**config.mk**
```make
export PLATFORM = sky130hd
export DESIGN_NAME = prime_removing_stream_filter_core
export DESIGN_NICKNAME = d
export VERILOG_FILES = /design/src/hdl/prsf_pkg.sv /design/src/hdl/prsf_front.sv /design/src/hdl/prsf_queue.sv /design/src/hdl/prsf_rem_pipe.sv /design/src/hdl/prsf_back.sv /design/src/hdl/prime_removing_stream_filter_core.sv
export SDC_FILE = /design/constraint.sdc
export NUM_CORES = 1
export LEC_CHECK = 0
export ABC_AREA = 1
export BUFFER_PORTS_ARGS = -buffer_cell sky130_fd_sc_hd__buf_4
export CAP_MARGIN = 20
export CORE_MARGIN = 8
export CORE_UTILIZATION = 47
export CTS_CLUSTER_SIZE = 8
export DETAILED_ROUTE_END_ITERATION = 7
export GPL_TIMING_DRIVEN = 1
export MAX_ROUTING_LAYER = met4
export PLACE_DENSITY_LB_ADDON = 0.2
export SLEW_MARGIN = 20
export SYNTH_ARGS = -nofsm -noshare
export SYNTH_HDL_FRONTEND = slang
export SYNTH_SLANG_ARGS = --single-unit
```
**constraint.sdc**
```tcl
create_clock -name clk_i -period 6 [get_ports clk_i]
set_input_delay 1.2 -clock clk_i [delete_from_list [all_inputs] [get_ports clk_i]]
set_output_delay 1.2 -clock clk_i [all_outputs]
set_load 0.1 [all_outputs]
```
**src/hdl/prsf_pkg.sv**
```systemverilog
// Package for the prime-removing stream filter.
// Holds the shared item and status types and fixed constants.
// No dependencies.
`default_nettype none

package prsf_pkg;

  // Width of the value field on both stream sides.
  localparam int unsigned ValueWidth = 16;

  // Entries of the queue between the classifier and the tester.
  localparam int unsigned QueueDepth = 2;

  // Dividend bits resolved per remainder pipeline stage.
  localparam int unsigned StepBits = 4;

  // Class that the front end gives to each word.
  typedef enum logic [1:0] {
    KIND_PASS,
    KIND_DROP,
    KIND_TEST
  } kind_e;

  // One queued item: the masked value and its class.
  typedef struct packed {
    logic [ValueWidth-1:0] value;
    kind_e                 kind;
  } item_t;

  // States of the tester.
  typedef enum logic [1:0] {
    ST_IDLE,
    ST_TEST,
    ST_POST
  } back_state_e;

  // Status coming back from the remainder pipeline.
  typedef struct packed {
    logic valid;
    logic zero;
    logic busy;
  } rem_status_t;

endpackage

`default_nettype wire

```
**src/hdl/prsf_front.sv**
```systemverilog
// Front end of the prime-removing stream filter: accepts words, masks and classifies them.
// Depends on prsf_pkg.
`default_nettype none

module prsf_front import prsf_pkg::*; #(
  parameter int unsigned EFF_BITS = 16
) (
  input  wire logic                  s_tvalid_i,
  output logic                       s_tready_o,
  input  wire logic [ValueWidth-1:0] s_tdata_i,   // [15:0] value
  input  wire logic                  full_i,
  output logic                       push_o,
  output item_t                      entry_o
);

  localparam logic [ValueWidth-1:0] ValueMask = ValueWidth'((32'd1 << EFF_BITS) - 32'd1);

  logic [ValueWidth-1:0] masked;
  kind_e                 kind;

  // Take a word whenever the queue has room.
  assign s_tready_o = ~full_i;
  assign push_o     = s_tvalid_i & ~full_i;
  assign masked     = s_tdata_i & ValueMask;

  // Zero, one and even values above two are composite or not prime: pass them.
  // Two and three are prime: drop them. Odd values from five need the test.
  always_comb begin
    priority if (masked < ValueWidth'(2)) begin
      kind = KIND_PASS;
    end else if (masked == ValueWidth'(2) || masked == ValueWidth'(3)) begin
      kind = KIND_DROP;
    end else if (!masked[0]) begin
      kind = KIND_PASS;
    end else begin
      kind = KIND_TEST;
    end
  end

  assign entry_o.value = masked;
  assign entry_o.kind  = kind;

endmodule

`default_nettype wire

```
**src/hdl/prsf_queue.sv**
```systemverilog
// Small register queue between the front end and the tester.
// Depends on prsf_pkg.
`default_nettype none

module prsf_queue import prsf_pkg::*; #(
  parameter int unsigned DEPTH = 2
) (
  input  wire logic  clk_i,
  input  wire logic  rst_ni,
  input  wire logic  push_i,
  input  item_t      entry_i,
  output logic       full_o,
  input  wire logic  pop_i,
  output logic       valid_o,
  output item_t      entry_o
);

  localparam int unsigned PtrBits = (DEPTH > 1) ? $clog2(DEPTH) : 1;
  localparam int unsigned CntBits = $clog2(DEPTH + 1);

  item_t              slot_q [DEPTH];
  logic [PtrBits-1:0] wr_ptr_q, wr_ptr_d;
  logic [PtrBits-1:0] rd_ptr_q, rd_ptr_d;
  logic [CntBits-1:0] count_q, count_d;
  logic               do_push;
  logic               do_pop;

  assign full_o  = (count_q == CntBits'(DEPTH));
  assign valid_o = (count_q != '0);
  assign entry_o = slot_q[rd_ptr_q];
  assign do_push = push_i & ~full_o;
  assign do_pop  = pop_i & valid_o;

  // Pointer and fill count update with wrap at the depth.
  always_comb begin
    wr_ptr_d = wr_ptr_q;
    rd_ptr_d = rd_ptr_q;
    count_d  = count_q;
    if (do_push) begin
      wr_ptr_d = (wr_ptr_q == PtrBits'(DEPTH - 1)) ? '0 : wr_ptr_q + PtrBits'(1);
    end
    if (do_pop) begin
      rd_ptr_d = (rd_ptr_q == PtrBits'(DEPTH - 1)) ? '0 : rd_ptr_q + PtrBits'(1);
    end
    if (do_push && !do_pop) begin
      count_d = count_q + CntBits'(1);
    end else if (do_pop && !do_push) begin
      count_d = count_q - CntBits'(1);
    end
  end

  always_ff @(posedge clk_i or negedge rst_ni) begin
    if (!rst_ni) begin
      wr_ptr_q <= '0;
      rd_ptr_q <= '0;
      count_q  <= '0;
    end else begin
      wr_ptr_q <= wr_ptr_d;
      rd_ptr_q <= rd_ptr_d;
      count_q  <= count_d;
    end
  end

  // Storage slots need no reset.
  always_ff @(posedge clk_i) begin
    if (do_push) begin
      slot_q[wr_ptr_q] <= entry_i;
    end
  end

endmodule

`default_nettype wire

```
**src/hdl/prsf_rem_pipe.sv**
```systemverilog
// Pipelined restoring remainder unit: one divisor enters per cycle.
// Each stage resolves StepBits dividend bits. Depends on prsf_pkg.
`default_nettype none

module prsf_rem_pipe import prsf_pkg::*; #(
  parameter int unsigned DIVIDEND_BITS = 16,
  parameter int unsigned DIVISOR_BITS  = 8
) (
  input  wire logic                     clk_i,
  input  wire logic                     rst_ni,
  input  wire logic                     valid_i,
  input  wire logic [DIVIDEND_BITS-1:0] dividend_i,
  input  wire logic [DIVISOR_BITS-1:0]  divisor_i,
  output rem_status_t                   status_o
);

  localparam int unsigned NumStages = (DIVIDEND_BITS + StepBits - 1) / StepBits;
  localparam int unsigned PadBits   = NumStages * StepBits;
  localparam int unsigned RemBits   = DIVISOR_BITS + 1;

  logic                    vld_q [NumStages];
  logic [RemBits-1:0]      rem_q [NumStages];
  logic [PadBits-1:0]      num_q [NumStages];
  logic [DIVISOR_BITS-1:0] div_q [NumStages];

  logic                    in_vld [NumStages];
  logic [RemBits-1:0]      in_rem [NumStages];
  logic [PadBits-1:0]      in_num [NumStages];
  logic [DIVISOR_BITS-1:0] in_div [NumStages];
  logic [RemBits-1:0]      nxt_rem [NumStages];
  logic                    any_vld;

  // Shift in one dividend bit at a time and subtract the divisor when it fits.
  function automatic logic [RemBits-1:0] step_chunk(
    input logic [RemBits-1:0]      r_in,
    input logic [StepBits-1:0]     bits,
    input logic [DIVISOR_BITS-1:0] d
  );
    logic [RemBits-1:0] r;
    r = r_in;
    for (int k = StepBits - 1; k >= 0; k--) begin
      r = {r[RemBits-2:0], bits[k]};
      if (r >= {1'b0, d}) begin
        r = r - {1'b0, d};
      end
    end
    return r;
  endfunction

  // Stage inputs: the first stage takes the new divisor, the rest chain.
  always_comb begin
    in_vld[0] = valid_i;
    in_rem[0] = '0;
    in_num[0] = PadBits'(dividend_i);
    in_div[0] = divisor_i;
    for (int s = 1; s < NumStages; s++) begin
      in_vld[s] = vld_q[s-1];
      in_rem[s] = rem_q[s-1];
      in_num[s] = num_q[s-1];
      in_div[s] = div_q[s-1];
    end
    for (int s = 0; s < NumStages; s++) begin
      nxt_rem[s] = step_chunk(in_rem[s], in_num[s][PadBits-1-s*StepBits -: StepBits], in_div[s]);
    end
  end

  always_ff @(posedge clk_i or negedge rst_ni) begin
    if (!rst_ni) begin
      for (int s = 0; s < NumStages; s++) begin
        vld_q[s] <= 1'b0;
      end
    end else begin
      for (int s = 0; s < NumStages; s++) begin
        vld_q[s] <= in_vld[s];
      end
    end
  end

  always_ff @(posedge clk_i) begin
    for (int s = 0; s < NumStages; s++) begin
      rem_q[s] <= nxt_rem[s];
      num_q[s] <= in_num[s];
      div_q[s] <= in_div[s];
    end
  end

  // Any divisor still in flight keeps the unit busy.
  always_comb begin
    any_vld = 1'b0;
    for (int s = 0; s < NumStages; s++) begin
      any_vld = any_vld | vld_q[s];
    end
  end

  assign status_o.valid = vld_q[NumStages-1];
  assign status_o.zero  = (rem_q[NumStages-1] == '0);
  assign status_o.busy  = any_vld;

endmodule

`default_nettype wire

```
**src/hdl/prsf_back.sv**
```systemverilog
// Tester of the prime-removing stream filter: runs trial division on queued items
// and holds the output register. Depends on prsf_pkg and prsf_rem_pipe.
`default_nettype none

module prsf_back import prsf_pkg::*; #(
  parameter int unsigned EFF_BITS = 16
) (
  input  wire logic                  clk_i,
  input  wire logic                  rst_ni,
  input  wire logic                  q_valid_i,
  input  item_t                      q_entry_i,
  output logic                       q_pop_o,
  output logic                       m_tvalid_o,
  input  wire logic                  m_tready_i,
  output logic [ValueWidth-1:0]      m_tdata_o    // [15:0] kept_value
);

  // Divisors do not exceed the square root of the largest value.
  localparam int unsigned DivBits = (EFF_BITS + 1) / 2;
  localparam int unsigned SqBits  = 2 * DivBits + 1;

  back_state_e           state_q, state_d;
  logic [ValueWidth-1:0] value_q, value_d;
  logic [DivBits:0]      div_q, div_d;
  logic [SqBits-1:0]     sq_q, sq_d;
  logic                  hit_q, hit_d;
  logic                  issue;
  logic                  load;
  logic                  out_valid_q;
  logic [ValueWidth-1:0] out_data_q;
  rem_status_t           rem_st;

  // Remainder pipeline takes one odd divisor per cycle.
  prsf_rem_pipe #(
    .DIVIDEND_BITS(EFF_BITS),
    .DIVISOR_BITS (DivBits)
  ) u_rem_pipe (
    .clk_i     (clk_i),
    .rst_ni    (rst_ni),
    .valid_i   (issue),
    .dividend_i(value_q[EFF_BITS-1:0]),
    .divisor_i (div_q[DivBits-1:0]),
    .status_o  (rem_st)
  );

  always_ff @(posedge clk_i or negedge rst_ni) begin
    if (!rst_ni) begin
      state_q <= ST_IDLE;
      hit_q   <= 1'b0;
    end else begin
      state_q <= state_d;
      hit_q   <= hit_d;
    end
  end

  always_ff @(posedge clk_i) begin
    value_q <= value_d;
    div_q   <= div_d;
    sq_q    <= sq_d;
  end

  // Next state: take an item, try odd divisors while d*d <= n, post if not prime.
  always_comb begin
    state_d = state_q;
    value_d = value_q;
    div_d   = div_q;
    sq_d    = sq_q;
    hit_d   = hit_q;
    q_pop_o = 1'b0;
    load    = 1'b0;
    issue   = (state_q == ST_TEST) && !hit_q && (sq_q <= SqBits'(value_q));
    unique case (state_q)
      ST_IDLE: begin
        if (q_valid_i) begin
          q_pop_o = 1'b1;
          value_d = q_entry_i.value;
          unique case (q_entry_i.kind)
            KIND_PASS: begin
              state_d = ST_POST;
            end
            KIND_TEST: begin
              div_d   = (DivBits + 1)'(3);
              sq_d    = SqBits'(9);
              hit_d   = 1'b0;
              state_d = ST_TEST;
            end
            default: begin
              state_d = ST_IDLE;
            end
          endcase
        end
      end
      ST_TEST: begin
        if (issue) begin
          // (d + 2)^2 = d^2 + 4d + 4
          div_d = div_q + (DivBits + 1)'(2);
          sq_d  = sq_q + SqBits'({div_q, 2'b00}) + SqBits'(4);
        end
        if (rem_st.valid && rem_st.zero) begin
          hit_d = 1'b1;
        end
        if (!issue && !rem_st.busy) begin
          state_d = hit_q ? ST_POST : ST_IDLE;
        end
      end
      ST_POST: begin
        if (!out_valid_q || m_tready_i) begin
          load    = 1'b1;
          state_d = ST_IDLE;
        end
      end
      default: begin
        state_d = ST_IDLE;
      end
    endcase
  end

  // Output register parts the tester from the receiver.
  always_ff @(posedge clk_i or negedge rst_ni) begin
    if (!rst_ni) begin
      out_valid_q <= 1'b0;
    end else if (load) begin
      out_valid_q <= 1'b1;
    end else if (m_tready_i) begin
      out_valid_q <= 1'b0;
    end
  end

  always_ff @(posedge clk_i) begin
    if (load) begin
      out_data_q <= value_q;
    end
  end

  assign m_tvalid_o = out_valid_q;
  assign m_tdata_o  = out_data_q;

endmodule

`default_nettype wire

```
**src/hdl/prime_removing_stream_filter_core.sv**
```systemverilog
// Prime-removing stream filter: drops prime words and passes all others in order.
// Uses the input slave stream (s_tvalid_i, s_tready_o, s_tdata_i) and the output
// master stream (m_tvalid_o, m_tready_i, m_tdata_o); a word moves on a cycle where
// tvalid and tready are both high. Only the low VALUE_BITS bits of a word count.
// Zero and one are passed; two and three are dropped.
// The front end classifies a word in its accept cycle and places it in a two-entry
// queue, so it keeps taking words while the tester works. Even words and the small
// values skip the test. Odd words from five are tested with odd divisors from 3 up
// while d*d <= n, one divisor per cycle through a remainder pipeline of
// ceil(VALUE_BITS/4) stages.
// The divisor sweep is what sets the throughput; the tester handles one word at a time.
// A registered output holds a result while the receiver stalls; the tester then waits,
// and input is held off only once the queue is full.
// Reset clears the queue, the tester state and the output valid flag.
`default_nettype none

module prime_removing_stream_filter_core import prsf_pkg::*; #(
  parameter int unsigned VALUE_BITS = 16
) (
  input  wire logic                  clk_i,
  input  wire logic                  rst_ni,
  input  wire logic                  s_tvalid_i,
  output logic                       s_tready_o,
  input  wire logic [ValueWidth-1:0] s_tdata_i,   // [15:0] value
  output logic                       m_tvalid_o,
  input  wire logic                  m_tready_i,
  output logic [ValueWidth-1:0]      m_tdata_o    // [15:0] kept_value
);

  // Bits above the value field cannot arrive, so the test width stops at it.
  localparam int unsigned EffBits = (VALUE_BITS < ValueWidth) ? VALUE_BITS : ValueWidth;

  logic  push;
  logic  full;
  item_t push_entry;
  logic  q_valid;
  item_t q_entry;
  logic  q_pop;

  prsf_front #(
    .EFF_BITS(EffBits)
  ) u_front (
    .s_tvalid_i(s_tvalid_i),
    .s_tready_o(s_tready_o),
    .s_tdata_i (s_tdata_i),
    .full_i    (full),
    .push_o    (push),
    .entry_o   (push_entry)
  );

  prsf_queue #(
    .DEPTH(QueueDepth)
  ) u_queue (
    .clk_i  (clk_i),
    .rst_ni (rst_ni),
    .push_i (push),
    .entry_i(push_entry),
    .full_o (full),
    .pop_i  (q_pop),
    .valid_o(q_valid),
    .entry_o(q_entry)
  );

  prsf_back #(
    .EFF_BITS(EffBits)
  ) u_back (
    .clk_i     (clk_i),
    .rst_ni    (rst_ni),
    .q_valid_i (q_valid),
    .q_entry_i (q_entry),
    .q_pop_o   (q_pop),
    .m_tvalid_o(m_tvalid_o),
    .m_tready_i(m_tready_i),
    .m_tdata_o (m_tdata_o)
  );

endmodule

`default_nettype wire
```
# ---- Word level (Yosys, flattened, before mapping)
# Memory sizes are Yosys's and may differ from the RTL's.
# Cells that the tools add are included.
dict set report op_classes {
  n_reduce_logical 25
  n_bitwise 7
  n_eq_ne 12
  muxes 49
  add_sub_neg 23
  magnitude_cmp 18
}
# op n
set op_table {}
lappend op_table {{greater-or-equal comparator 9 x 8 -> 1 bit} 15}
lappend op_table {{two-way mux 8 bit} 12}
lappend op_table {{subtractor 8 bit} 11}
lappend op_table {{two-way mux 9 bit} 7}
lappend op_table {{two-way mux 17 bit} 3}
lappend op_table {{subtractor 9 x 8 -> 9 bit} 4}
lappend op_table {{one-hot mux 17 bit (2 select lines)} 1}
lappend op_table {{equality test 16 x 2 -> 1 bit, second input constant} 2}
lappend op_table {{two-way mux 2 bit} 9}
lappend op_table {{one-hot mux 9 bit (2 select lines)} 1}
lappend op_table {{adder 17 x 11 -> 17 bit} 1}
lappend op_table {{adder 17 x 3 -> 17 bit, second input constant} 1}
lappend op_table {{less-or-equal comparator 17 x 16 -> 1 bit} 1}
lappend op_table {{less-than comparator 16 x 2 -> 1 bit, second input constant} 1}
lappend op_table {{two-way mux 1 bit} 13}
lappend op_table {{adder 9 x 2 -> 9 bit, second input constant} 1}
lappend op_table {{zero test 9 bit} 1}
lappend op_table {{greater-or-equal comparator 1 x 8 -> 1 bit} 1}
lappend op_table {{inequality test 2 bit, second input constant} 4}
lappend op_table {{AND reduction 4 bit} 2}
lappend op_table {{nonzero test 2 bit} 4}
lappend op_table {{subtractor 1 x 8 -> 8 bit} 1}
lappend op_table {{equality test 2 bit, second input constant} 3}
lappend op_table {{logical AND 1 bit} 6}
lappend op_table {{other kinds (16)} 29}
dict set report word_totals {
  ram_bits 168
  register_bits 70
  output_inout_bits 18
  in_bits 20
  mem_count 4
}
# memory depth width rd rd_ports_with_merged_regs write_ports line
set mem_list {}
lappend mem_list {u_back.u_rem_pipe.num_q 4 16 3 0 4 prsf_rem_pipe.sv:23} ;# logic [PadBits-1:0] num_q [NumStages];
lappend mem_list {u_back.u_rem_pipe.rem_q 4 9 4 0 4 prsf_rem_pipe.sv:22} ;# logic [RemBits-1:0] rem_q [NumStages];
lappend mem_list {u_queue.slot_q 2 18 1 0 1 prsf_queue.sv:21} ;# item_t slot_q [DEPTH];
lappend mem_list {u_back.u_rem_pipe.div_q 4 8 3 0 4 prsf_rem_pipe.sv:24} ;# logic [DIVISOR_BITS-1:0] div_q [NumStages];

# ---- Longest topological paths before layout
# Gate-level depths: netlist of run 1.
# An unclocked memory read counts as a cell.
dict set report depth {
  word_depth 9
  mapped_depth 45
  mapped_depth_nobuf 45
}

# ---- Hierarchy
# From an unflattened synthesis of run 1, not the netlist that was laid out.
dict set report unflattened {
  cells_unflattened 1757
  area_unflattened_um2 13708.1
}
# module n_inst area_per_inst_um2 seq_area_each_um2 cells_per_inst
set by_module_without_submodules {}
lappend by_module_without_submodules {prsf_rem_pipe 1 8871.0 1721.7 1292}
lappend by_module_without_submodules {prsf_back 1 3061.7 1721.7 297}
lappend by_module_without_submodules {prsf_queue 1 1552.7 1181.1 125}
lappend by_module_without_submodules {prsf_front 1 222.7 0.0 43}

# ---- Least setup slack after synthesis of run 1
# Ideal clock, no wire load.
dict set report synth_timing {
  path_type {reg2reg}
  start {mem u_back.u_rem_pipe.div_q[1][1]}
  end {mem u_back.u_rem_pipe.rem_q[2][1] (netlist bit)}
  path_buffers 2
  setup_ps 58
  stages_incl_launch_ff 40
  setup_slack_ps 224
  t_arrival_ps 5717
  required_time_ps 5942
  path_cell_list {dfxtp_1 inv_1 ha_1 ha_1 nand4_1 nor2_1 nor2_1 nand2_2 buf_4 o21ai_0 inv_1 ha_1 a21oi_1 o21ai_0 a21o_1 a21oi_2 nand2_4 o21ai_0 [... 4 more ...] nand2_1 o211ai_1 nand2_1 nand3_1 inv_1 nand3_2 buf_6 xor2_1 ha_1 nand3_1 nand2_1 nand4_1 o211ai_1 a221oi_1 nand2_2 nor2_4 nand2_1 nand2_1}
}
# element line
set synth_rtl {}
lappend synth_rtl {{start: declaration} prsf_rem_pipe.sv:24}
lappend synth_rtl {{end: declaration} prsf_rem_pipe.sv:22}

==> results.py, run 1 <==
metrics = {
    "outcome": {
        "status": "finished, final reports clean",
    },
    "route": {
        "drt-met1-wl_um": 15300,
        "vias": 11200,
        "firstDrtPassIters": 5,
        "wl_met2_um": 15300,
        "routed_wl_um": 32000,
        "drt-vias-per-instance": 5.11,
        "drt_iter0_drc": 696,
        "postRouteAntennaNets": 0,
        "wire_per_inst_um": 14.6,
        "drc": 0,
        "highest_layer": "met4",
        "wl_met3_um": 821,
    },
    "grt": {
        "grt_max_degree": 23,
        "antenna_found_initial": 0,
        "first_global_vias": 10700,
        "grt_pass1_wl_um": 50800,
        "grt_overflow": 0,
        "track_usage_pct": 19.2,
    },
    "synthesis": {
        "synthArstFlopShare_pct": 6.67,
        "synth_top_area_share_pct": 21.0,
        "postSynthAreaPerCell_um2": 8.00,
        "syn_area_um2": 12900,
        "synth-seq-cells": 180,
        "synth_cell_type_count": 52,
        "synth_seq_area_share_pct": 35.5,
        "synth-edff-count": 90,
        "synth.area.top_cells": "edfxtp_1 21%, ha_1 15%, nand2_1 12%",
        "synthFlopType": "edfxtp_1",
        "yosys_warnings": 0,
        "syn_inst": 1608,
        "yosysTopAreaCell": "edfxtp_1",
    },
    "setup_path": {
        "crit_type": "register to register",
        "r2r-start": "u_back.u_rem_pipe.div_q[1][1]",
        "cpMaxStageDelayCell": "dfxtp_2",
        "cp-startpoint": "u_back.u_rem_pipe.div_q[1][1]",
        "worstSetupEndpointType": "register",
        "crit_path_max_fanout": 8,
        "cp.required_ps": 6380,
        "max_stage_delay_ps": 340,
        "worstSetupStartpointType": "register",
        "crit_top_cell": "nand2_1",
        "critPathArrivalTime_ps": 6200,
    },
    "sta": {
        "min_period_ps": 5820,
        "max_freq_ghz": 0.172,
        "finalCritPeriodShare_pct": 97.0,
        "worst_clock_skew_ps": 13.9,
        "finalHoldViolCount": 0,
        "rsz0062_at_grt": "yes",
        "tightest_slew_ps": 1090,
        "finalSetupViolCount": 0,
        "slew_headroom_pct": 27.0,
        "slew_viol_final": 0,
    },
    "hold_path": {
        "hold_class": "register to register",
        "min-delay-start": "u_back.u_rem_pipe.num_q[1][3]",
    },
    "finish": {
        "fill_cells": 2235,
        "area_delta_synth_final_pct": 28.0,
        "fin_cells": 2196,
        "final_nets": 2031,
        "layout-drive-gt1-share_pct": 24.3,
        "final_cell_area_um2": 16500,
        "diodes": 0,
    },
    "cts": {
        "h-tree-depth": 4,
        "clk_latency_ps": 450,
        "clockBufferDepth": 2,
        "cts.sinks": 180,
        "clk_pin_slew_worst_paths_ps": 70,
        "cts_hold_buf": 0,
        "numCtsBuffers": 17,
        "cts_tree": "yes",
        "root_buffer": "clkbuf_16",
    },
    "floorplanning": {
        "start_util_pct": 47.7,
        "dieHeight_um": 181,
        "rows": 60,
        "die_area_um2": 32900,
        "ios": 38,
        "coreArea_um2": 27000,
        "die_w_um": 181,
    },
    "place": {
        "place_congestion": 0.921,
        "post-dp-hpwl_um": 24300,
        "dp.cells": 2128,
        "place_area_um2": 14700,
        "io_buffers": 37,
    },
    "flow_run": {
        "cap_viol_max_count": 0,
    },
}
[synth_stat cells, drive strengths merged (2+ instances only)]
library cell and count:
or2 8, nand3b 8, xor2 63, a21o 2, a211oi 3, nand2 442, nor3 14, edfxtp 90
a31oi 5, o21a 2, a41oi 2, ha 153, nand3 113, a21oi 108, clkbuf 4, buf 4
nand4 25, o2111ai 2, nor4 7, o21ai 71, o21bai 3, dfrtp 12, fa 16, xnor2 24
a221oi 2, nor2 123, dfxtp 78, o211ai 5, inv 209, clkinv 2
[cells by family after synthesis]
kind of cell | Yosys count | share of synthesized area [%]
simple gates | 743 | 25.7
compound gates | 209 | 8.91
buf+inv | 219 | 6.56
other cells | 1 | 0.0292
flops | 180 | 35.5
xor+xnor | 87 | 5.92
fa+ha+maj | 169 | 17.4
[area by class of cell]
type | count | area (um^2) | area share (%)
Clock inverter | 15 | 210 | 1.28
Multi-Input combinational cell | 1213 | 8340 | 50.7
Sequential cell | 180 | 4580 | 27.8
Clock buffer | 17 | 425 | 2.58
Inverter | 211 | 807 | 4.90
Tap cell | 341 | 427 | 2.59
Timing Repair Buffer | 219 | 1680 | 10.2
[timing repair]
action	CTS	global route
pin swaps	7	55
resized for setup	34	151
buffers inserted	3	31
endpoints found under the setup margin	25	33
gates cloned	0	2
endpoints found under the hold margin	0	0
[worst paths after layout]
path / end / slack [ps] / depth (start not counted)
min in group asynchronous: u_queue.count_q[1] / 580 / 1
hold / removal: u_back.u_rem_pipe.num_q[2][3] / 330 / 0
max in group asynchronous: u_back.state_q[1] / 5270 / 1
hold reg to reg: u_back.u_rem_pipe.num_q[2][3] / 330 / 0
setup / recovery: u_back.u_rem_pipe.rem_q[2][5] / 180 / 40
setup reg to reg: u_back.u_rem_pipe.rem_q[2][5] / 180 / 40
[layout by cell type (no fill, tap or decap), types with 13 or more instances in the layout]
master / instances
nand2_1: 404
buf_4: 216
inv_1: 195
ha_1: 114
nor2_1: 102
nand3_1: 98
edfxtp_1: 90
a21oi_1: 87
dfxtp_1: 69
xor2_1: 56
o21ai_0: 44
ha_4: 36
nand2_2: 34
nand4_1: 25
xnor2_1: 24
clkbuf_16: 17
fa_1: 16
o21ai_2: 14
nor2_2: 13
a21oi_2: 13
[flip-flops by register name, indices dropped and copies added, names as in the netlist, 2 cells and up]
| register | flops |
|---|---|
| u_back.m_tdata_o | 16 |
| u_back.u_rem_pipe.num_q | 24 |
| u_back.div_q | 8 |
| u_queue.count_q | 2 |
| u_back.u_rem_pipe.in_vld | 3 |
| u_back.state_q | 2 |
| u_queue.slot_q | 36 |
| u_back.value_q | 16 |
| u_back.sq_q | 14 |
| u_back.u_rem_pipe.div_q | 21 |
| u_back.u_rem_pipe.rem_q | 33 |
[critical path, delay by kind of cell (launching register included)]
kind / cells / cell delay, ps
buffers and inverters: 7 / 830
and+or+nand+nor: 21 / 2060
AOI/OAI and AO/OA: 7 / 1240
adders and majority gates: 5 / 1220
DFF: 1 / 340
[per-layer routing]
metal | up-vias | track usage, %
met3 | 41 | 2.24
met2 | 195 | 32.3
met4 | 0 | 4.79
met5 | - | -
met1 | 5181 | 24.3
li1 | 5805 | -
[through the flow]
stage                     hold WS (ps)  util, %  worst slack [ps]  setup TNS, ps
final                              330     61.1               178              0
after global routing               336     61.1             -94.7          -1010
after CTS                          329     57.4             0.666              0
after detailed placement           312     54.4              -492          -4470
after global placement             310     54.4              -481          -3810
after floorplan                    310        -               224              0
Power of run 1 is not shown: default switching activity piles up to over one toggle a cycle in this logic, so the estimate is an artifact.
==> run 2, diff against run 1 <==
--- a/config.mk
+++ b/config.mk
@@ -9,13 +9,12 @@
 export BUFFER_PORTS_ARGS = -buffer_cell sky130_fd_sc_hd__buf_4
 export CAP_MARGIN = 20
 export CORE_MARGIN = 8
-export CORE_UTILIZATION = 47
+export CORE_UTILIZATION = 39
 export CTS_CLUSTER_SIZE = 8
 export DETAILED_ROUTE_END_ITERATION = 7
 export GPL_TIMING_DRIVEN = 1
 export MAX_ROUTING_LAYER = met4
 export PLACE_DENSITY_LB_ADDON = 0.2
-export SLEW_MARGIN = 20
 export SYNTH_ARGS = -nofsm -noshare
 export SYNTH_HDL_FRONTEND = slang
 export SYNTH_SLANG_ARGS = --single-unit
==> run 2 against run 1 <==
  * Sequential share of layout area decreased by 0.26 points
  * Highest routed layer unchanged
  * Core utilization fell by 10 points
  * Hold slack worse by 0.97 ps
  * Critical path depth decreased by 2
  * Non-clock buffer count increased by 4
  * Via count down 0.45%
  * Final area rose by 0.90%
  * Setup slack improved by 160 ps
  * Flip-flop and latch count is the same
  * Count of clock-buffer cells in the layout did not move
  * First-iteration DRC count fell by 16%
  * Maximum frequency is 2.9% higher
==> results.py, run 2 (synthesis gave the netlist of run 1 again) <==
metrics = {
    "outcome": {
        "status": "finished, final reports clean",
    },
    "setup_path": {
        "r2r_cells": 38,
        "r2r-start": "u_back.u_rem_pipe.div_q[0][3]",
        "cpMaxStageDelayCell": "ha_1",
        "max_stage_delay_ps": 350,
        "cp-startpoint": "u_back.u_rem_pipe.div_q[0][3]",
        "critPathArrivalTime_ps": 6020,
        "crit_top_cell": "nand2_1",
        "worstSetupEndpointType": "register",
        "crit_path_max_fanout": 8,
        "r2r-end": "u_back.u_rem_pipe.rem_q[1][3]",
        "crit_family": "simple AND/OR/NAND/NOR gates",
        "crit_type": "register to register",
        "worstSetupStartpointType": "register",
        "crit_buf_inv": 6,
        "worst-r2r-setup-slack_ps": 340,
        "cp.depth": 38,
        "cp.required_ps": 6370,
        "cp-endpoint": "u_back.u_rem_pipe.rem_q[1][3]",
    },
    "cts": {
        "cts_tree": "yes",
        "clk_latency_ps": 440,
        "h-tree-depth": 4,
        "numCtsBuffers": 17,
        "clk_pin_slew_worst_paths_ps": 80,
        "cts_hold_buf": 0,
        "clockBufferDepth": 2,
        "root_buffer": "clkbuf_16",
        "cts.sinks": 180,
    },
    "sta": {
        "finalSetupViolCount": 0,
        "min_period_ps": 5660,
        "finalHoldViolCount": 0,
        "tightest_slew_ps": 700,
        "finalCritPeriodShare_pct": 94.3,
        "max_freq_ghz": 0.177,
        "slew_headroom_pct": 53.4,
        "slew_viol_final": 0,
        "layout_setup_ws_ps": 343,
        "worst_clock_skew_ps": 33.3,
    },
    "finish": {
        "diodes": 0,
        "layout_common_cells": "395 x nand2_1, 217 x buf_4, 190 x inv_1",
        "fin_util_pct": 51.1,
        "largest_register_ffs": 36,
        "final_nets": 2036,
        "layout-drive-gt1-share_pct": 24.9,
        "reg_top3": "u_queue.slot_q (36), u_back.u_rem_pipe.rem_q (33), u_back.u_rem_pipe.num_q (24)",
        "area_delta_synth_final_pct": 29.2,
        "fill_cells": 3118,
        "regMostFlops": "u_queue.slot_q",
        "final_common_cell": "nand2_1",
    },
    "route": {
        "wl_met2_um": 15500,
        "wl_met3_um": 917,
        "drt_iter0_drc": 586,
        "routed_wl_um": 32400,
        "drt-vias-per-instance": 4.85,
        "vias": 11200,
        "drt-met1-wl_um": 15400,
        "firstDrtPassIters": 5,
        "postRouteAntennaNets": 0,
        "highest_layer": "met4",
        "drc": 0,
        "wire_per_inst_um": 14.1,
    },
    "place": {
        "post-dp-hpwl_um": 24800,
        "io_buffers": 37,
        "place_congestion": 0.909,
        "dp_slack_ps": -350,
    },
    "grt": {
        "grt_pass1_wl_um": 51700,
        "track_usage_pct": 16.6,
        "antenna_found_initial": 0,
        "grt_overflow": 0,
        "grt_max_degree": 23,
        "first_global_vias": 10600,
    },
    "floorplanning": {
        "ios": 38,
        "rows": 66,
        "die_w_um": 198,
        "die_area_um2": 39000,
        "start_util_pct": 39.5,
        "coreArea_um2": 32500,
        "dieHeight_um": 198,
    },
    "flow_run": {
        "cap_viol_max_count": 0,
    },
    "hold_path": {
        "hold_class": "register to register",
    },
}
[run 2: cell types whose count changed in the layout (fill, tap and decap cells not counted), sizes merged]
| cell | before | now |
|---|---|---|
| buf | 219 | 223 |
| bufinv | 0 | 1 |
| nor2 | 124 | 123 |
| nand2 | 443 | 444 |
| a21oi | 108 | 109 |
| clkinvlp | 1 | 0 |
[run 2: cell type report]
type	instances	area (um^2)	area share [%]
multi-input cells	1214	8330	50.2
flip-flops and latches	180	4570	27.5
repair buffers	223	1700	10.2
inverters	211	807	4.86
well taps	442	553	3.33
clock buffers	17	425	2.56
clock inverters	15	220	1.33
[run 2: per-stage QoR]
step                setup TNS, ps  cell area, um^2  instances  hold slack, ps
global route                -1550            16600       2302             327
global placement            -2600            14700       2221             311
CTS                             0            15500       2261             328
detailed placement          -3980            14700       2221             312
floorplan                       0            12900       1610             310
finish                          0            16600       2302             329
[run 2: repair_timing]
item,in CTS,in global routing
cloned,2,1
resized for setup,23,165
pin swaps,8,63
endpoints found under the setup margin,25,33
buffers inserted,6,40
[run 2: worst min-delay path by stage]
stage,from,end,slack [ps],cells after the start
finish,u_back.u_rem_pipe.num_q[1][2],u_back.u_rem_pipe.num_q[2][2],330,0
global route,u_back.u_rem_pipe.num_q[0][4],u_back.u_rem_pipe.num_q[1][4],330,0
CTS,u_back.u_rem_pipe.num_q[0][4],u_back.u_rem_pipe.num_q[1][4],330,0
detailed placement,u_back.u_rem_pipe.num_q[0][3],u_back.u_rem_pipe.num_q[1][3],310,0
global placement,u_back.u_rem_pipe.num_q[0][0],u_back.u_rem_pipe.num_q[1][0],310,0
floorplan,u_back.u_rem_pipe.num_q[0][0],u_back.u_rem_pipe.num_q[1][0],310,0
[run 2: per-layer routing]
| layer | track usage [%] | up-vias |
|---|---|---|
| li1 | - | 5815 |
| met1 | 21.4 | 5133 |
| met2 | 27.2 | 186 |
| met3 | 1.89 | 37 |
| met4 | 4.67 | 0 |
| met5 | - | - |
Power of run 2 is left out for the same reason.
